`src/rtl/core/isir_pkg.sv`:
```
// Shared types and codes for the interval set insert/remove unit.
`timescale 1ns / 1ps
package isir_pkg;

	// Request codes
	localparam logic REQ_ADD = 1'b0;
	localparam logic REQ_REMOVE = 1'b1;

	// Status codes
	typedef enum logic [1:0] {
		ST_DONE = 2'd0,
		ST_REVERSED = 2'd1,
		ST_FULL = 2'd2
	} status_t;

	// Sequencer states, one-hot
	typedef enum logic [8:0] {
		S_IDLE = 9'b000000001,
		S_FIND = 9'b000000010,
		S_SPAN = 9'b000000100,
		S_PLAN = 9'b000001000,
		S_SHUP = 9'b000010000,
		S_SHDN = 9'b000100000,
		S_WRT = 9'b001000000,
		S_SUMM = 9'b010000000,
		S_OUT = 9'b100000000
	} state_t;

endpackage

```
`src/rtl/core/isir_ram.sv`:
```
// Generic single-port-write, single-port-read RAM with registered read.
`timescale 1ns / 1ps
module isir_ram #(
	parameter int WIDTH = 64,
	parameter int DEPTH = 32
) (
	input logic clk,
	input logic we,
	input logic [$clog2(DEPTH)-1:0] waddr,
	input logic [WIDTH-1:0] wdata,
	input logic [$clog2(DEPTH)-1:0] raddr,
	output logic [WIDTH-1:0] rdata
);

	logic [WIDTH-1:0] mem [DEPTH];

	// Write port and registered read port
	always_ff @(posedge clk) begin
		if (we) begin
			mem[waddr] <= wdata;
		end
		rdata <= mem[raddr];
	end

endmodule

```
`src/rtl/core/interval_set_insert_remove_unit.sv`:
```
// Interval set insert/remove unit: sorted disjoint interval table with add and remove requests.
// Each request walks the stored intervals one entry at a time through a single RAM read
// port, then shifts the tail one entry at a time to open or close a gap, and reads the
// first and last entries for the summary. Walk and shift together touch each stored
// entry about once. Input stall is high while a request is in work or its result waits.
`timescale 1ns / 1ps
module interval_set_insert_remove_unit #(
	parameter int MAX_INTERVALS = 32,
	parameter int VALUE_WIDTH = 32
) (
	input logic clk,
	input logic arst_n,
	input logic in_valid,
	output logic in_stall,
	input logic req_type,
	input logic signed [VALUE_WIDTH-1:0] span_low,
	input logic signed [VALUE_WIDTH-1:0] span_high,
	output logic out_valid,
	input logic out_stall,
	output logic [1:0] status,
	output logic signed [VALUE_WIDTH-1:0] set_low,
	output logic signed [VALUE_WIDTH-1:0] set_high,
	output logic [5:0] interval_count
);

	localparam int AW = (MAX_INTERVALS > 1) ? $clog2(MAX_INTERVALS) : 1;
	localparam int CW = $clog2(MAX_INTERVALS + 1);
	localparam int EW = VALUE_WIDTH + 1;
	localparam logic [CW-1:0] MAXC = CW'(MAX_INTERVALS);

	isir_pkg::state_t state_q;
	logic [CW-1:0] used_q, idx_q, i_q, j_q, newn_q;
	logic typ_q, phase_q, k2_q, rd_first_q;
	logic signed [EW-1:0] lo_q, hi_q, ml_q, mh_q, n0l_q, n0h_q, n1l_q, n1h_q;
	logic signed [EW-1:0] firstl_q, lasth_q;
	logic [1:0] st_q;
	logic [1:0] k_q;

	// RAM port
	logic we;
	logic [AW-1:0] waddr, raddr;
	logic [2*VALUE_WIDTH-1:0] wdata, rdata;
	logic signed [EW-1:0] rl, rh;

	isir_ram #(.WIDTH(2 * VALUE_WIDTH), .DEPTH(MAX_INTERVALS)) u_ram (
		.clk(clk), .we(we), .waddr(waddr), .wdata(wdata), .raddr(raddr), .rdata(rdata)
	);

	assign rl = EW'($signed(rdata[2*VALUE_WIDTH-1:VALUE_WIDTH]));
	assign rh = EW'($signed(rdata[VALUE_WIDTH-1:0]));
	assign in_stall = (state_q != isir_pkg::S_IDLE);

	// Single shared compare: extended-width value against bound
	logic signed [EW-1:0] cmp_a, cmp_b;
	logic cmp_lt;
	assign cmp_lt = cmp_a < cmp_b;

	always_comb begin
		cmp_a = rh;
		cmp_b = lo_q;
		if (state_q == isir_pkg::S_FIND) begin
			cmp_a = typ_q ? rh : rh + EW'(1);
			cmp_b = lo_q;
		end else begin
			cmp_a = typ_q ? hi_q : hi_q + EW'(1);
			cmp_b = rl;
		end
	end

	// RAM address and write data
	always_comb begin
		we = 1'b0;
		waddr = '0;
		wdata = '0;
		raddr = idx_q[AW-1:0];
		if (state_q == isir_pkg::S_SHUP) begin
			// read the entry below idx, write it on the next cycle
			if (phase_q) begin
				we = 1'b1;
				waddr = AW'(idx_q + CW'(k_q) - (j_q - i_q));
				wdata = rdata;
			end else begin
				raddr = AW'(idx_q - CW'(1));
			end
		end else if (state_q == isir_pkg::S_SHDN && phase_q) begin
			we = 1'b1;
			waddr = AW'(idx_q + CW'(k_q) - (j_q - i_q));
			wdata = rdata;
		end else if (state_q == isir_pkg::S_WRT) begin
			we = 1'b1;
			waddr = AW'(i_q + CW'(rd_first_q));
			wdata = rd_first_q ? {n1l_q[VALUE_WIDTH-1:0], n1h_q[VALUE_WIDTH-1:0]}
				: {n0l_q[VALUE_WIDTH-1:0], n0h_q[VALUE_WIDTH-1:0]};
		end
		if (state_q == isir_pkg::S_SUMM) begin
			raddr = rd_first_q ? AW'(newn_q - CW'(1)) : '0;
		end
	end

	// Sequencer
	always_ff @(posedge clk or negedge arst_n) begin
		if (!arst_n) begin
			state_q <= isir_pkg::S_IDLE;
			used_q <= '0;
			out_valid <= 1'b0;
			phase_q <= 1'b0;
		end else begin
			case (state_q)
				isir_pkg::S_IDLE: begin
					if (in_valid) begin
						typ_q <= req_type;
						lo_q <= EW'(span_low);
						hi_q <= EW'(span_high);
						ml_q <= EW'(span_low);
						mh_q <= EW'(span_high);
						idx_q <= '0;
						phase_q <= 1'b0;
						newn_q <= used_q;
						if (span_low > span_high) begin
							st_q <= isir_pkg::ST_REVERSED;
							state_q <= isir_pkg::S_SUMM;
							rd_first_q <= 1'b0;
						end else if (req_type == isir_pkg::REQ_ADD && used_q >= MAXC) begin
							st_q <= isir_pkg::ST_FULL;
							state_q <= isir_pkg::S_SUMM;
							rd_first_q <= 1'b0;
						end else begin
							st_q <= isir_pkg::ST_DONE;
							state_q <= isir_pkg::S_FIND;
						end
					end
				end
				isir_pkg::S_FIND: begin
					// phase 0 issues read, phase 1 compares
					if (!phase_q) begin
						if (idx_q >= used_q) begin
							i_q <= idx_q;
							j_q <= idx_q;
							state_q <= isir_pkg::S_PLAN;
						end else begin
							phase_q <= 1'b1;
						end
					end else begin
						phase_q <= 1'b0;
						if (cmp_lt) begin
							idx_q <= idx_q + CW'(1);
						end else begin
							i_q <= idx_q;
							firstl_q <= rl;
							state_q <= isir_pkg::S_SPAN;
						end
					end
				end
				isir_pkg::S_SPAN: begin
					if (!phase_q) begin
						if (idx_q >= used_q) begin
							j_q <= idx_q;
							state_q <= isir_pkg::S_PLAN;
						end else begin
							phase_q <= 1'b1;
						end
					end else begin
						phase_q <= 1'b0;
						if (!cmp_lt) begin
							if (rl < ml_q) ml_q <= rl;
							if (rh > mh_q) mh_q <= rh;
							lasth_q <= rh;
							idx_q <= idx_q + CW'(1);
						end else begin
							j_q <= idx_q;
							state_q <= isir_pkg::S_PLAN;
						end
					end
				end
				isir_pkg::S_PLAN: begin
					// Decide replacement entries and shift direction, or refuse a split that would overflow
					phase_q <= 1'b0;
					rd_first_q <= 1'b0;
					if (typ_q == isir_pkg::REQ_ADD) begin
						k_q <= 2'd1;
						k2_q <= 1'b0;
						n0l_q <= (j_q != i_q && firstl_q < ml_q) ? firstl_q : ml_q;
						n0h_q <= mh_q;
						newn_q <= used_q - (j_q - i_q) + CW'(1);
						if (j_q == i_q) begin
							idx_q <= used_q;
							state_q <= isir_pkg::S_SHUP;
						end else begin
							idx_q <= j_q;
							state_q <= isir_pkg::S_SHDN;
						end
					end else if (j_q == i_q) begin
						state_q <= isir_pkg::S_SUMM;
					end else begin
						logic a, b;
						a = firstl_q < lo_q;
						b = lasth_q > hi_q;
						k_q <= 2'(a) + 2'(b);
						k2_q <= a & b;
						n0l_q <= a ? firstl_q : hi_q + EW'(1);
						n0h_q <= a ? lo_q - EW'(1) : lasth_q;
						n1l_q <= hi_q + EW'(1);
						n1h_q <= lasth_q;
						if ({1'b0, used_q} - {1'b0, j_q - i_q} + (CW + 1)'(2'(a) + 2'(b))
								> {1'b0, MAXC}) begin
							st_q <= isir_pkg::ST_FULL;
							state_q <= isir_pkg::S_SUMM;
						end else begin
							newn_q <= used_q - (j_q - i_q) + CW'(2'(a) + 2'(b));
							if (CW'(2'(a) + 2'(b)) > j_q - i_q) begin
								idx_q <= used_q;
								state_q <= isir_pkg::S_SHUP;
							end else begin
								idx_q <= j_q;
								state_q <= isir_pkg::S_SHDN;
							end
						end
					end
				end
				isir_pkg::S_SHUP: begin
					// Move tail up, last entry first
					if (!phase_q) begin
						if (idx_q <= j_q) begin
							state_q <= (k_q == 2'd0) ? isir_pkg::S_SUMM : isir_pkg::S_WRT;
						end else begin
							idx_q <= idx_q - CW'(1);
							phase_q <= 1'b1;
						end
					end else begin
						phase_q <= 1'b0;
					end
				end
				isir_pkg::S_SHDN: begin
					// Move tail down, first entry first
					if (!phase_q) begin
						if (idx_q >= used_q) begin
							state_q <= (k_q == 2'd0) ? isir_pkg::S_SUMM : isir_pkg::S_WRT;
						end else begin
							phase_q <= 1'b1;
						end
					end else begin
						phase_q <= 1'b0;
						idx_q <= idx_q + CW'(1);
					end
				end
				isir_pkg::S_WRT: begin
					if (k2_q && !rd_first_q) begin
						rd_first_q <= 1'b1;
					end else begin
						rd_first_q <= 1'b0;
						state_q <= isir_pkg::S_SUMM;
					end
				end
				isir_pkg::S_SUMM: begin
					// read entry 0, take its low, then take entry n-1's high
					if (!rd_first_q) begin
						rd_first_q <= 1'b1;
					end else if (!phase_q) begin
						set_low <= (newn_q == '0) ? '0 : rl[VALUE_WIDTH-1:0];
						phase_q <= 1'b1;
					end else begin
						set_high <= (newn_q == '0) ? '0 : rh[VALUE_WIDTH-1:0];
						rd_first_q <= 1'b0;
						phase_q <= 1'b0;
						state_q <= isir_pkg::S_OUT;
						used_q <= newn_q;
						out_valid <= 1'b1;
						status <= st_q;
						interval_count <= 6'(newn_q);
					end
				end
				isir_pkg::S_OUT: begin
					if (out_valid && !out_stall) begin
						out_valid <= 1'b0;
						state_q <= isir_pkg::S_IDLE;
					end
				end
				default: begin
					state_q <= isir_pkg::S_IDLE;
				end
			endcase
		end
	end

endmodule

```
`config.mk`:
```
export PLATFORM = sky130hd
export DESIGN_NAME = interval_set_insert_remove_unit
export DESIGN_NICKNAME = d
export VERILOG_FILES = /design/src/rtl/core/isir_pkg.sv /design/src/rtl/core/isir_ram.sv /design/src/rtl/core/interval_set_insert_remove_unit.sv
export SDC_FILE = /design/constraint.sdc
export NUM_CORES = 2
export LEC_CHECK = 0
export ABC_AREA = 0
export BUFFER_PORTS_ARGS = -buffer_cell sky130_fd_sc_hd__buf_2
export CAP_MARGIN = 20
export CORE_ASPECT_RATIO = 1.25
export CORE_MARGIN = 4
export CORE_UTILIZATION = 50
export CTS_CLUSTER_SIZE = 14
export DETAILED_ROUTE_END_ITERATION = 16
export GPL_ROUTABILITY_DRIVEN = 0
export PLACE_DENSITY = 0.75
export SLEW_MARGIN = 20
export SYNTH_ARGS = -nofsm -noshare
export SYNTH_HDL_FRONTEND = slang
export SYNTH_SLANG_ARGS = --single-unit
```
`constraint.sdc`:
```
create_clock -name clk -period 9.1 [get_ports clk]
set_input_delay 0 -clock clk [delete_from_list [all_inputs] [get_ports clk]]
set_output_delay 0 -clock clk [all_outputs]
set_load 0.01 [all_outputs]
```
==> run summary <==
=====================================================================================================
Result of the run ......................................................................    completed
CTS tree ...............................................................................          yes
Maximum fanout along the worst path ....................................................           33
Worst R2R Start ........................................................................        typ_q
Crit path capture type .................................................................         flop
Critical setup path kind ...............................................................   reg -> reg
Number of global-route vias before repair ..............................................        70600
CTS HTree Levels .......................................................................            4
Clock Skew .............................................................................     57.46 ps
Mean routed wirelength per cell ........................................................     29.28 um
Iter 0 DRT Violations ..................................................................        11050
Cell variety after synth ...............................................................           92
Number of nets produced by synthesis ...................................................         8333
Worst Reg2Reg Path Length in Cells .....................................................           21
Drt via density ........................................................................        6.439
Post-synthesis share of cell area spent on xor and xnor gates ..........................      0.01185
Critical Path Start Type ...............................................................         flop
Fraction of synthesized cell area taken by the top area cell type ......................       0.6829
Vias post-DR ...........................................................................        72790
Commonest cells post-synth ............................................................. sky130_fd_sc_hd__edfxtp_1 (2470), sky130_fd_sc_hd__nand2_1 (1524), sky130_fd_sc_hd__mux2i_1 (612)
Total negative setup slack .............................................................         0 ps
Share of synthesized cell area in and, or, nand and nor gates ..........................      0.09795
Die outline area .......................................................................   0.2248 mm2
Final wirelength .......................................................................     331.0 mm
Global Route Usage Sum .................................................................       0.2863
Worst Hold Launch ...................................................................... span_low[10]
Hold bufs inserted after CTS ...........................................................          125
Cell count after synthesis .............................................................         7984
Setup repair after global routing missed its margin ....................................        false
Post-synthesis share of cell area spent on full adders, half adders and majority gates .      0.03295
Die outline width ......................................................................     424.9 um
Non-filler instance count after layout .................................................        11310
Hold Fails Final Rpt ...................................................................            0
Insertion delay of the later-clocked pin in the worst-skew pair ........................       890 ps
Max Root-Sink Buffers ..................................................................            4
Main flop type after synthesis ......................................................... sky130_fd_sc_hd__edfxtp_1
Area fraction in compound gates after synthesis ........................................      0.07425
Iteration count of the initial detailed-routing pass ...................................           13
Max-Cap Viols ..........................................................................            0
Final setup vio count ..................................................................            0
Avg Cell Area, Syn .....................................................................    13.60 um2
Ratio of final minimum period to clock period ..........................................       0.8157
Area overhead of the layout relative to synthesis ......................................       12.20%
IO Port Bufs ...........................................................................          142
Pwr Density ............................................................................ 248.0 mW/mm2
Initial antenna violation count ........................................................           21
ANT nets after route ...................................................................            0
Final Critical Period ..................................................................      7423 ps
Post-placement cell area ...............................................................   0.1135 mm2
Area of the mapped netlist .............................................................   0.1086 mm2
Final-report max-slew violation count ..................................................            0
Placed cell count ......................................................................        10770
Starting Density .......................................................................       0.5022
IR drop worst, VDD .....................................................................    0.3077 mV
Total gr overflow ......................................................................            0
Maximum number of pins on one net before global-route repair ...........................          182
CTS clock-pin slew for the worst setup and hold paths ..................................        70 ps
Area of all placed cells without fillers ...............................................   0.1219 mm2
Setup slack on the worst flop-to-flop path .............................................      1680 ps
Num CTS Buffers ........................................................................          228
Leakage ................................................................................     46.04 nW
Worst reg2reg path endpoint ............................................................      mh_q[7]
Core Rows ..............................................................................          191
Highest attainable clock frequency .....................................................   0.1347 GHz
Cell accounting for the most synthesized area .......................................... sky130_fd_sc_hd__edfxtp_1
Post-cts sizing count ..................................................................            0
Main combinational cell family by area after synthesis ................................. simple AND/OR/NAND/NOR gates
Worst hold-check path type .............................................................    in -> reg
Fraction of layout instances using a drive strength above 1 ............................      0.09302
Number of enable flip-flop cells after synthesis .......................................         2470
Number of nets in the final layout .....................................................         8583
Clock root buffer ...................................................................... sky130_fd_sc_hd__clkbuf_16
Detailed placement HPWL ................................................................     189.6 mm
Sequential area share after synthesis ..................................................       0.6987
Destination of the worst hold path .....................................................     lo_q[10]
Worst endpoint required time ...........................................................      9650 ps
Hold-critical path depth ...............................................................            2
Area of the core .......................................................................   0.2163 mm2
Cell types occupying the most area after synthesis ..................................... sky130_fd_sc_hd__edfxtp_1 (68%), sky130_fd_sc_hd__mux2i_1 (5.6%), sky130_fd_sc_hd__nand2_1 (5.3%)
Remaining DRCs .........................................................................            0
Yosys Warn Count .......................................................................            0
Multiplexer share of the synthesized area ..............................................      0.05758
Clock sink count .......................................................................         2551
Rel. slew slack ........................................................................       0.1761
Cell with the most instances after synthesis ........................................... sky130_fd_sc_hd__edfxtp_1
Number of buffers inserted to repair setup after CTS ...................................            0
Number of flip-flops and latches in the synthesized netlist ............................         2551
Height of the die ......................................................................     529.1 um
Worst endpoint data arrival time .......................................................      7980 ps
First-pass GRT wire length .............................................................     474.8 mm
Boundary pin count .....................................................................          143
Actual transition at the worst max-transition pin ......................................      1225 ps
Asr flop ratio synth ...................................................................     0.006664
=====================================================================================================
flip-flops by register name, indices dropped and copies added (netlist names), 9 cells and up:
name         count
lo_q            32
n0l_q           32
n1h_q           32
ml_q            32
set_high        32
mh_q            32
state_q          9
lasth_q         32
hi_q            32
n0h_q           32
set_low         32
firstl_q        32
u_ram.mem     2048
n1l_q           32
u_ram.rdata     64
cell type report:
cell class,instances,area (um2)
fill,16360,94420
sequential,2551,75880
multi-input combinational,4773,30770
clock buffer,326,6306
timing repair buffer,462,3896
tap,2895,3622
inverter,218,819.5
clock inverter,66,525.5
antenna,14,35.03
cells by family (layout without fill, tap and decap cells):
logic type | count (synthesis) | in the layout
other | 0 | 14
XOR/XNOR | 147 | 147
multiplexers | 622 | 622
AO/OA/AOI/OAI | 1312 | 1312
adder cells (fa/ha/maj) | 280 | 280
AND/OR/NAND/NOR | 2412 | 2412
flip-flops | 2551 | 2551
buffers and inverters | 660 | 1072
layout by cell type, fill, tap and decap left out, drive strengths merged, types with 74 or more instances in the layout:
cell | synthesis | routed
o22ai | 127 | 127
a21oi | 437 | 437
edfxtp | 2470 | 2470
buf | 219 | 337
xnor2 | 117 | 117
nand3 | 221 | 221
o21ai | 280 | 280
mux2i | 612 | 612
and2 | 74 | 74
nor4 | 213 | 213
ha | 270 | 270
nor2 | 175 | 175
a31oi | 111 | 111
inv | 218 | 220
nand2 | 1524 | 1524
a32oi | 75 | 75
clkbuf | 223 | 326
dlygate4sd3 | 0 | 125
layer usage:
layer | wire length (um) | global-route usage | vias up
met5 | 55 | 0 | -
met4 | 24580 | 0.1813 | 8
met3 | 40530 | 0.06377 | 1339
met2 | 153500 | 0.4568 | 5433
met1 | 112300 | 0.3550 | 35560
li1 | - | - | 30450
metrics by stage:
step                      power [W]  hold slack [ps]  worst slack [ps]  utilization
after floorplan             0.01810           -295.6             936.6            -
after global placement      0.02080            44.47              1928       0.5241
after detailed placement    0.02095            45.84              1783       0.5248
after CTS                   0.02991           0.9773              1727       0.5622
after global routing        0.03101            21.30              1453       0.5633
final                       0.03022            11.96              1677       0.5634
power by group:
part           switching [W]  internal (W)
Combinational        0.00541       0.00213
Clock                0.00414       0.00498
Sequential          0.000456        0.0131
worst max-delay path, stage by stage (launching register included):
cell and delay, ps:
sky130_fd_sc_hd__edfxtp_1 440, sky130_fd_sc_hd__inv_2 330, sky130_fd_sc_hd__and3_1 290, sky130_fd_sc_hd__nand4_1 210
sky130_fd_sc_hd__nor3_2 380, sky130_fd_sc_hd__nand3_1 240, sky130_fd_sc_hd__or3_1 480, sky130_fd_sc_hd__or2_1 310
sky130_fd_sc_hd__or3_1 360, sky130_fd_sc_hd__a31oi_1 210, sky130_fd_sc_hd__ha_1 270, sky130_fd_sc_hd__nand4_1 120
sky130_fd_sc_hd__or4_1 240, sky130_fd_sc_hd__nor2_1 60, sky130_fd_sc_hd__a222oi_1 750, sky130_fd_sc_hd__a21oi_1 140
sky130_fd_sc_hd__a41oi_1 390, sky130_fd_sc_hd__and4_1 240, sky130_fd_sc_hd__buf_4 420, sky130_fd_sc_hd__nor2_1 270
sky130_fd_sc_hd__a21oi_4 640, sky130_fd_sc_hd__buf_16 240
worst max-delay path by stage:
stage | from | end | slack, ps | depth (start not counted)
floorplan | i_q[1] | n1h_q[0] | 940 | 7
global placement | typ_q | mh_q[1] | 1930 | 20
detailed placement | typ_q | mh_q[6] | 1780 | 20
CTS | typ_q | mh_q[7] | 1730 | 20
global route | typ_q | mh_q[0] | 1450 | 20
finish | typ_q | mh_q[7] | 1680 | 21
Power figures use the tool's default switching activity.
